## src/hdl/mchd_pkg.sv

```systemverilog
// Shared types, constants and codes for the multi-click and hold detector.
package mchd_pkg;

   localparam int TIME_BITS = 32;

   localparam int CSR_COUNT = 3;
   localparam int CSR_INDEX_BITS = $clog2(CSR_COUNT);
   localparam int CSR_DATA_BITS = 16;

   localparam logic [CSR_DATA_BITS-1:0] RELEASE_MS_RESET = 16'd200;
   localparam logic [CSR_DATA_BITS-1:0] HOLD_MIN_MS_RESET = 16'd1000;
   localparam logic [CSR_DATA_BITS-1:0] DEBOUNCE_MS_RESET = 16'd50;

   localparam int QUEUE_DEPTH = 4;
   localparam int QPTR_BITS = $clog2(QUEUE_DEPTH);

   typedef enum logic [CSR_INDEX_BITS-1:0] {
      CSR_RELEASE_MS  = 2'd0,
      CSR_HOLD_MIN_MS = 2'd1,
      CSR_DEBOUNCE_MS = 2'd2
   } csr_index_type;

   typedef enum logic [1:0] {
      EV_CLICK_END = 2'd0,
      EV_HOLD_END  = 2'd1,
      EV_HOLD_PROG = 2'd2
   } event_kind_type;

   typedef struct packed {
      logic [31:0] time_ms;
      logic        edge_seen;
      logic        pin_high;
   } req_type;

   typedef struct packed {
      event_kind_type event_kind;
      logic [7:0]     click_count;
      logic [31:0]    hold_ms;
      logic           last_of_run;
   } rsp_type;

   typedef struct packed {
      logic           has_end;
      event_kind_type end_kind;
      logic [7:0]     end_count;
      logic           has_prog;
      logic [7:0]     prog_count;
      logic [31:0]    duration;
   } plan_type;

   typedef struct packed {
      logic [CSR_DATA_BITS-1:0] release_ms;
      logic [CSR_DATA_BITS-1:0] hold_min_ms;
      logic [CSR_DATA_BITS-1:0] debounce_ms;
   } csr_type;

endpackage

```

## src/hdl/mchd_front.sv

```systemverilog
// Front end: configuration registers, poll acceptance and click/hold state update.
module mchd_front import mchd_pkg::*; (
   input  logic                      clock,
   input  logic                      reset,
   input  logic                      csr_wen,
   input  logic [CSR_INDEX_BITS-1:0] csr_index,
   input  logic [CSR_DATA_BITS-1:0]  csr_wdata,
   input  logic                      req_valid,
   output logic                      req_stall,
   input  req_type                   req_payload,
   output logic                      plan_valid,
   input  logic                      plan_ready,
   output plan_type                  plan
);

   csr_type csr_ff;

   logic                 press_latch_ff, press_latch_in;
   logic [7:0]           click_total_ff, click_total_in;
   logic [TIME_BITS-1:0] hold_start_ff, hold_start_in;
   logic [TIME_BITS-1:0] last_press_ff, last_press_in;
   logic                 pressed_ff, pressed_in;

   logic                 accept;
   logic                 detected;
   logic                 in_hold;
   logic                 series_end;
   logic [TIME_BITS-1:0] now;
   logic [TIME_BITS-1:0] since_press;
   logic [TIME_BITS-1:0] duration;
   logic [7:0]           count_mid;

   always_ff @(posedge clock) begin
      if (reset) begin
         csr_ff.release_ms <= RELEASE_MS_RESET;
         csr_ff.hold_min_ms <= HOLD_MIN_MS_RESET;
         csr_ff.debounce_ms <= DEBOUNCE_MS_RESET;
      end else if (csr_wen) begin
         unique case (csr_index)
            CSR_RELEASE_MS:  csr_ff.release_ms <= csr_wdata;
            CSR_HOLD_MIN_MS: csr_ff.hold_min_ms <= csr_wdata;
            CSR_DEBOUNCE_MS: csr_ff.debounce_ms <= csr_wdata;
            default: ;
         endcase
      end
   end

   assign req_stall = !plan_ready;
   assign accept = req_valid && plan_ready;

   always_comb begin
      now = TIME_BITS'(req_payload.time_ms);
      press_latch_in = (press_latch_ff || req_payload.edge_seen) && !req_payload.pin_high;
      detected = press_latch_in;
      since_press = now - last_press_ff;
      duration = now - hold_start_ff;
      in_hold = pressed_ff && (duration > TIME_BITS'(csr_ff.hold_min_ms));
      series_end = (since_press > TIME_BITS'(csr_ff.release_ms)) ||
                   (in_hold && (since_press > TIME_BITS'(csr_ff.release_ms >> 1)));

      count_mid = series_end ? 8'd0 : click_total_ff;
      click_total_in = count_mid;
      pressed_in = series_end ? 1'b0 : pressed_ff;
      hold_start_in = series_end ? now : hold_start_ff;
      last_press_in = last_press_ff;
      if (detected) begin
         if ((since_press > TIME_BITS'(csr_ff.debounce_ms)) && !in_hold) begin
            click_total_in = count_mid + 8'd1;
            hold_start_in = now;
         end
         last_press_in = now;
         pressed_in = 1'b1;
      end

      plan.has_end = series_end;
      plan.end_kind = in_hold ? EV_HOLD_END : EV_CLICK_END;
      plan.end_count = click_total_ff;
      plan.has_prog = in_hold;
      plan.prog_count = click_total_in;
      plan.duration = 32'(duration);
      plan_valid = accept && (series_end || in_hold);
   end

   always_ff @(posedge clock) begin
      if (reset) begin
         press_latch_ff <= 1'b0;
         click_total_ff <= 8'd0;
         hold_start_ff <= '0;
         last_press_ff <= '0;
         pressed_ff <= 1'b0;
      end else if (accept) begin
         press_latch_ff <= press_latch_in;
         click_total_ff <= click_total_in;
         hold_start_ff <= hold_start_in;
         last_press_ff <= last_press_in;
         pressed_ff <= pressed_in;
      end
   end

endmodule

```

## src/hdl/mchd_queue.sv

```systemverilog
// Short queue of result plans between the front end and the result sequencer.
module mchd_queue import mchd_pkg::*; (
   input  logic     clock,
   input  logic     reset,
   input  logic     push,
   input  plan_type push_data,
   output logic     ready,
   output logic     head_valid,
   input  logic     pop,
   output plan_type head_data
);

   plan_type entry_ff [QUEUE_DEPTH];

   logic [QPTR_BITS-1:0] wptr_ff, wptr_in;
   logic [QPTR_BITS-1:0] rptr_ff, rptr_in;
   logic [QPTR_BITS:0]   count_ff, count_in;
   logic                 do_push;
   logic                 do_pop;

   assign ready = count_ff != (QPTR_BITS + 1)'(QUEUE_DEPTH);
   assign head_valid = count_ff != '0;
   assign head_data = entry_ff[rptr_ff];
   assign do_push = push && ready;
   assign do_pop = pop && head_valid;

   always_comb begin
      wptr_in = wptr_ff;
      rptr_in = rptr_ff;
      count_in = count_ff;
      if (do_push) begin
         wptr_in = (wptr_ff == QPTR_BITS'(QUEUE_DEPTH - 1)) ? '0 : wptr_ff + 1'b1;
      end
      if (do_pop) begin
         rptr_in = (rptr_ff == QPTR_BITS'(QUEUE_DEPTH - 1)) ? '0 : rptr_ff + 1'b1;
      end
      if (do_push && !do_pop) begin
         count_in = count_ff + 1'b1;
      end else if (do_pop && !do_push) begin
         count_in = count_ff - 1'b1;
      end
   end

   always_ff @(posedge clock) begin
      if (reset) begin
         wptr_ff <= '0;
         rptr_ff <= '0;
         count_ff <= '0;
      end else begin
         wptr_ff <= wptr_in;
         rptr_ff <= rptr_in;
         count_ff <= count_in;
      end
   end

   always_ff @(posedge clock) begin
      if (do_push) begin
         entry_ff[wptr_ff] <= push_data;
      end
   end

endmodule

```

## src/hdl/mchd_back.sv

```systemverilog
// Result sequencer: turns each queued plan into one or two result beats.
module mchd_back import mchd_pkg::*; (
   input  logic     clock,
   input  logic     reset,
   input  logic     head_valid,
   input  plan_type head_data,
   output logic     pop,
   output logic     rsp_valid,
   input  logic     rsp_stall,
   output rsp_type  rsp_payload
);

   logic    rsp_valid_ff, rsp_valid_in;
   rsp_type rsp_payload_ff, rsp_payload_in;
   logic    phase_ff, phase_in;
   logic    out_free;

   assign out_free = !rsp_valid_ff || !rsp_stall;
   assign rsp_valid = rsp_valid_ff;
   assign rsp_payload = rsp_payload_ff;

   always_comb begin
      rsp_valid_in = rsp_valid_ff;
      rsp_payload_in = rsp_payload_ff;
      phase_in = phase_ff;
      pop = 1'b0;
      if (out_free) begin
         rsp_valid_in = head_valid;
         if (head_valid) begin
            if (head_data.has_end && !phase_ff) begin
               rsp_payload_in.event_kind = head_data.end_kind;
               rsp_payload_in.click_count = head_data.end_count;
               rsp_payload_in.hold_ms = 32'd0;
               rsp_payload_in.last_of_run = !head_data.has_prog;
               phase_in = head_data.has_prog;
               pop = !head_data.has_prog;
            end else begin
               rsp_payload_in.event_kind = EV_HOLD_PROG;
               rsp_payload_in.click_count = head_data.prog_count;
               rsp_payload_in.hold_ms = head_data.duration;
               rsp_payload_in.last_of_run = 1'b1;
               phase_in = 1'b0;
               pop = 1'b1;
            end
         end
      end
   end

   always_ff @(posedge clock) begin
      if (reset) begin
         rsp_valid_ff <= 1'b0;
         phase_ff <= 1'b0;
      end else begin
         rsp_valid_ff <= rsp_valid_in;
         phase_ff <= phase_in;
      end
   end

   always_ff @(posedge clock) begin
      rsp_payload_ff <= rsp_payload_in;
   end

endmodule

```

## src/hdl/multi_click_hold_detector.sv

```systemverilog
// Multi-click and long-hold button detector, top level.
//
// The req channel takes one poll per beat: timestamp, press-edge flag and pin level.
// The rsp channel returns zero, one or two result beats per poll, in poll order.
// The last beat of each poll has last_of_run set; polls that cause no result
// produce no beat.
// The csr port writes release, hold and debounce times by index; the user must
// write only while idle, as the block itself does not enforce it. A poll is accepted
// whenever the result queue has room; its plan is written into a queue entry and
// its first result beat into the output register once the output is free. The result
// sequencer sends one beat per cycle unless stalled; a two-result poll holds it for
// both beats. When the receiver stalls, the output register holds its beat and the
// queue keeps taking polls until its four entries are full; then req_stall rises.
// Synchronous reset clears the press state, queue and output valid and loads
// the reset values of the three time registers.
module multi_click_hold_detector import mchd_pkg::*; (
   input  logic                      clock,
   input  logic                      reset,
   input  logic                      csr_wen,
   input  logic [CSR_INDEX_BITS-1:0] csr_index,
   input  logic [CSR_DATA_BITS-1:0]  csr_wdata,
   input  logic                      req_valid,
   output logic                      req_stall,
   input  req_type                   req_payload,
   output logic                      rsp_valid,
   input  logic                      rsp_stall,
   output rsp_type                   rsp_payload
);

   logic     plan_valid;
   logic     plan_ready;
   plan_type plan;
   logic     head_valid;
   plan_type head_data;
   logic     pop;

   mchd_front u_front (
      .clock       (clock),
      .reset       (reset),
      .csr_wen     (csr_wen),
      .csr_index   (csr_index),
      .csr_wdata   (csr_wdata),
      .req_valid   (req_valid),
      .req_stall   (req_stall),
      .req_payload (req_payload),
      .plan_valid  (plan_valid),
      .plan_ready  (plan_ready),
      .plan        (plan)
   );

   mchd_queue u_queue (
      .clock      (clock),
      .reset      (reset),
      .push       (plan_valid),
      .push_data  (plan),
      .ready      (plan_ready),
      .head_valid (head_valid),
      .pop        (pop),
      .head_data  (head_data)
   );

   mchd_back u_back (
      .clock       (clock),
      .reset       (reset),
      .head_valid  (head_valid),
      .head_data   (head_data),
      .pop         (pop),
      .rsp_valid   (rsp_valid),
      .rsp_stall   (rsp_stall),
      .rsp_payload (rsp_payload)
   );

endmodule

```

## config.mk

```make
export PLATFORM = sky130hd
export DESIGN_NAME = multi_click_hold_detector
export DESIGN_NICKNAME = d
export VERILOG_FILES = /design/src/hdl/mchd_pkg.sv /design/src/hdl/mchd_front.sv /design/src/hdl/mchd_queue.sv /design/src/hdl/mchd_back.sv /design/src/hdl/multi_click_hold_detector.sv
export SDC_FILE = /design/constraint.sdc
export NUM_CORES = 1
export LEC_CHECK = 0
export ABC_AREA = 0
export BUFFER_PORTS_ARGS = -buffer_cell sky130_fd_sc_hd__buf_2
export CAP_MARGIN = 20
export CELL_PAD_IN_SITES_DETAIL_PLACEMENT = 1
export CELL_PAD_IN_SITES_GLOBAL_PLACEMENT = 1
export CORE_MARGIN = 2
export CORE_UTILIZATION = 35
export CTS_BUF_LIST = sky130_fd_sc_hd__clkbuf_4
export DETAILED_ROUTE_END_ITERATION = 6
export GPL_TIMING_DRIVEN = 0
export PLACE_DENSITY = 0.58
export SLEW_MARGIN = 20
export SYNTH_ARGS = -nofsm -noshare
export SYNTH_HDL_FRONTEND = slang
export SYNTH_SLANG_ARGS = --single-unit
```

## constraint.sdc

```tcl
create_clock -name clock -period 18.4 [get_ports clock]
set_input_delay 3.68 -clock clock [delete_from_list [all_inputs] [get_ports clock]]
set_output_delay 3.68 -clock clock [all_outputs]
set_load 0.05 [all_outputs]
```

Yosys cells after proc, flatten, opt, wreduce, memory -nomap -nowiden --
Memories as Yosys holds them, arrays and structs flattened. A register that Yosys moved wholly into a read port is not among the register bits. Cells that the tools add are included.
Word-level totals: register bits after elaboration 174, bits in writable memories 204, input port bits 57, memories kept 1
Cells by class: add/sub/neg operators 7, $lt $le $gt $ge 4, equality and inequality tests 5, mux-type cells 22, reduce and logical (&&, ||, !) cells 34
Memory list:
- u_queue.entry_ff | words 4, bits a word 51, read ports 1, clocked after Yosys merged registers in 1, wr ports 1, RTL line mchd_queue.sv:13 | plan_type entry_ff [QUEUE_DEPTH];
Operators with widths (count):
- $gt 32x16->1 | 3
- $mux 32 | 3
- $sub 32x32->32 | 2
- $mux 41 | 1
- $gt 32x15->1 | 1
- $mux 8 | 3
- $reduce_and 2->1 | 6
- $logic_and 1x1->1 | 11
- $logic_not 1->1 | 9
- $mux 1 | 9
- $add 8x1->8 const B | 1
- $mux 2 | 4
- $eq 2x2->1 const B | 3
- $mux 3 | 2
- $add 2x1->2 const B | 2
- $logic_or 1x1->1 | 4
- $reduce_bool 2->1 | 2
- $add 3x1->3 const B | 1
- $ne 3x3->1 const B | 1
- $reduce_bool 3->1 | 1
- $sub 3x1->3 const B | 1
- $eq 2x1->1 const B | 1
- $logic_not 2->1 | 1

Depth between registers and ports, before layout --
word-level depth 12, gate-level depth with buffers 27, gate-level depth less buffers 27

Hierarchy --
A second synthesis with hierarchy kept.
Second synthesis, totals: cells, all modules 1860, area total of the unflattened synthesis 20271.9 um^2
By module, submodules not included:
- mchd_front | times used 1, cells each 1439, area each 10536.4 um^2
- mchd_queue | times used 1, cells each 320, area each 7967.6 um^2
- mchd_back | times used 1, cells each 101, area each 1767.9 um^2

Least setup slack after synthesis --
No wires, ideal clock.
kind input -> register, from in req_payload[2] (netlist bit), to mem u_queue.entry_ff[0][0] (netlist bit), enable pin, library setup time 413 ps, arrival 8221 ps, path slack 9766 ps, cell stages on the path 20, buffers on the path 0, path through inv_1 ha_1 inv_1 fa_1 a211oi_1 o21ai_1 a41o_1 a21oi_1 xnor2_1 ha_1 nand4_1 nor3_1 inv_1 a211oi_1 nor4_1 nor4b_1 nand4_1 nand2_1 a31oi_1 and2_1
RTL lines:
- start: declaration | RTL line multi_click_hold_detector.sv:24 | input req_type req_payload,
- end: declaration | RTL line mchd_queue.sv:13

==> flow_metrics.tcl <==
set metrics [dict create \
    yosysTopAreaCellShare 0.374 \
    relSlewSlack 0.221 \
    synth-edff-count 243 \
    ys_seq_elements 376 \
    via_per_inst 5.08 \
    clockBufferDepth 3 \
    finalHoldViolations 0 \
    p_seq_frac 0.390 \
    synthMuxAreaShare 0.0843 \
    yosys.area.top_type "edfxtp_1" \
    rows 86 \
    timing.final.crit_share 0.528 \
    slew_viol_final 0 \
    drt-wirelength-per-cell_um 19.4 \
    cts.sinks 376 \
    rsz0062_at_grt "false" \
    outcome "completed" \
    syn_area_um2 19500 \
    ir_drop_v 0.0000795 \
    clk_latency_ns 0.83 \
    syn_to_final_growth_pct 15.2 \
    hpwl_um 41700 \
    h-tree-depth 3 \
    setup_violations 0 \
    critPathMaxFanout 13 \
    ys.flop_type "edfxtp_1" \
    skew_ns 0.0612 \
    drt_iter0_drc 559 \
    grt_max_degree 42 \
    core-area_um2 55100 \
    yosys_warnings 0 \
    holdWs_ns 0.458 \
    drv_cap 0 \
    holdBufCountCts 0 \
    switchingPower_w 0.00103 \
    ant_nets 0 \
    port_buffers 100 \
    grt_pass1_wl_um 85800 \
    synth_fa_ha_area_frac 0.0877 \
    fin_setup_tns_ns 0 \
    pwr-share-comb 0.348 \
    worst_pin_slew_ns 1.16 \
    netlist_instances 1773 \
    drc 0 \
    cts_setup_buffers 0 \
    overflow 0 \
    antenna_found_initial 2 \
    fin_nets 2178 \
    crit_slowest_cell "nor3_1" \
    p_clk_frac 0.262 \
    avgSynthCellArea_um2 11.0 \
    swShare 0.364 \
    critPathRequiredTime_ns 18.94 \
    synth-simple-area-share 0.123 \
    track_usage 0.194 \
    gp_congestion 0.847 \
    slowest_delay_ns 0.65 \
    p_leak_nw 8.32 \
    die_h_um 240 \
    arrival_ns 10.26 \
    synth_nets 1965 \
    cts_buffers 102 \
    firstDrtPassIters 5 \
    cts-root-buf "clkbuf_4" \
    hold_class "flip-flop to flip-flop" \
    power.internal_w 0.00180 \
    cts_tree "yes" \
    synthArstFlopShare 0 \
    drive_gt1_frac 0.184 \
    yosysMostFrequentCell "edfxtp_1" \
    synth_common_cells "edfxtp_1 (243), nand2_1 (225), a21oi_1 (173)" \
    synth_top_family_by_area "compound AO/OA/AOI/OAI gates" \
    synth_xor_area_frac 0.0251 \
    synth-seq-area-share 0.510 \
    synth-compound-area-share 0.124 \
    die_area_um2 57700 \
    crit_path_start_kind "primary input" \
    cts.clk_slew.worst_paths_ns 0.06 \
    crit_type "primary input to flip-flop" \
    die_w_um 240 \
    ios 102 \
    synth_cell_types 86 \
    wl_um 54700 \
    p_per_area_nw_per_um2 126 \
    synth_area_leaders "edfxtp_1 (37%), dfxtp_1 (14%), ha_1 (8.5%)" \
    grt_pass1_vias 15383 \
    fmax_mhz 103 \
    vias 14322 \
    cts-resized-gates 0 \
    initial_core_util 0.354 \
    period_minus_slack_ns 9.72 \
    cp-end-kind "flip-flop" \
]
layout make-up:
cell class,instances,area (um2)
Clock buffer,149,1120
Antenna cell,3,7.51
Clock inverter,40,201
Timing Repair Buffer,109,674
Tap cell,748,936
Sequential cell,376,9960
Fill cell,6219,32600
Buffer,79,385
Inverter,135,507
Multi-Input combinational cell,1183,8700
worst max-delay path, delay by kind of cell:
family	cells	cell delay, ns
buffers and inverters	5	0.68
AND/OR/NAND/NOR	8	2.40
XOR/XNOR	2	0.65
adder cells (fa/ha/maj)	4	1.30
AO/OA/AOI/OAI	6	1.52
power groups by stage:
| stage | registers [W] | logic, W | clock network (W) |
|---|---|---|---|
| floorplan | 0.00130 | 0.000526 | 0 |
| global placement | 0.00113 | 0.000951 | 0 |
| detailed placement | 0.00113 | 0.00100 | 0 |
| CTS | 0.00111 | 0.00100 | 0.000776 |
| global route | 0.00112 | 0.00108 | 0.000816 |
| finish | 0.00111 | 0.000986 | 0.000744 |
metal layers:
metal	wire length [um]	GRT usage	vias up
met2	27100	0.341	210
met5	0	0	-
li1	-	-	6959
met3	1600	0.0296	78
met4	1380	0.0706	0
met1	24700	0.242	7075
cells by family after synthesis:
| kind of cell | after synthesis |
|---|---|
| buffers and inverters | 214 |
| xor gates and xnor gates | 56 |
| adders and majority gates | 135 |
| and+or+nand+nor | 508 |
| DFF | 376 |
| muxes | 102 |
| AOI/OAI and AO/OA | 382 |
metrics by stage:
| stage | worst slack, ns | cell area [um2] | instances | power (W) | util |
|---|---|---|---|---|---|
| 2_1_floorplan | 9.77 | 19500 | 1773 | 0.00183 | - |
| 3_3_place_gp | 7.09 | 21000 | 2621 | 0.00208 | 0.380 |
| 4_1_cts | 8.79 | 22500 | 2818 | 0.00289 | 0.408 |
| 6_report | 8.68 | 22500 | 2822 | 0.00284 | 0.408 |
| 3_5_place_dp | 7.93 | 21200 | 2629 | 0.00213 | 0.384 |
| 5_1_grt | 8.35 | 22500 | 2822 | 0.00301 | 0.408 |
cells in the final DEF (no fill, tap or decap), drive strengths merged, types with 13 or more instances in the layout:
cell    Yosys  layout
xor2       25      25
clkinv      0      35
nand4      33      33
nand3      16      16
o21ai      51      51
clkbuf     50     199
a21oi     174     174
edfxtp    243     243
inv       135     138
a21o       27      27
nor3       16      16
o211ai     26      26
nor2b      48      48
ha        132     132
o21a       17      17
mux2i      43      43
a211oi     13      13
buf        29     138
nand2     225     225
mux4       49      49
nor2       94      94
xnor2      31      31
dfxtp     133     133
worst paths after layout:
check,slack (ns),from,to,cells past startpoint
worst min register to register,0.46,u_front.last_press_ff[26],u_front.last_press_ff[26],2
worst max register to register,11.49,u_front.hold_start_ff[0],u_queue.entry_ff[0][34],23
worst min-delay path,0.46,u_front.last_press_ff[26],u_front.last_press_ff[26],2
worst max-delay path,8.68,req_payload[2],u_queue.entry_ff[0][34],25
state kept, by name (all words and copies together) (netlist names), named ones only:
register and cells:
u_back.rsp_payload 43, u_back.phase_ff 1, u_queue.wptr_ff 2, u_front.csr_ff 48
u_front.hold_start_ff 32, u_queue.rptr_ff 2, u_front.last_press_ff 32, u_back.rsp_valid 1
u_front.press_latch_ff 1, u_front.pressed_ff 1, u_front.click_total_ff 8, u_queue.count_ff 3
u_queue.entry_ff 200
(Power assumes the default switching activity.)
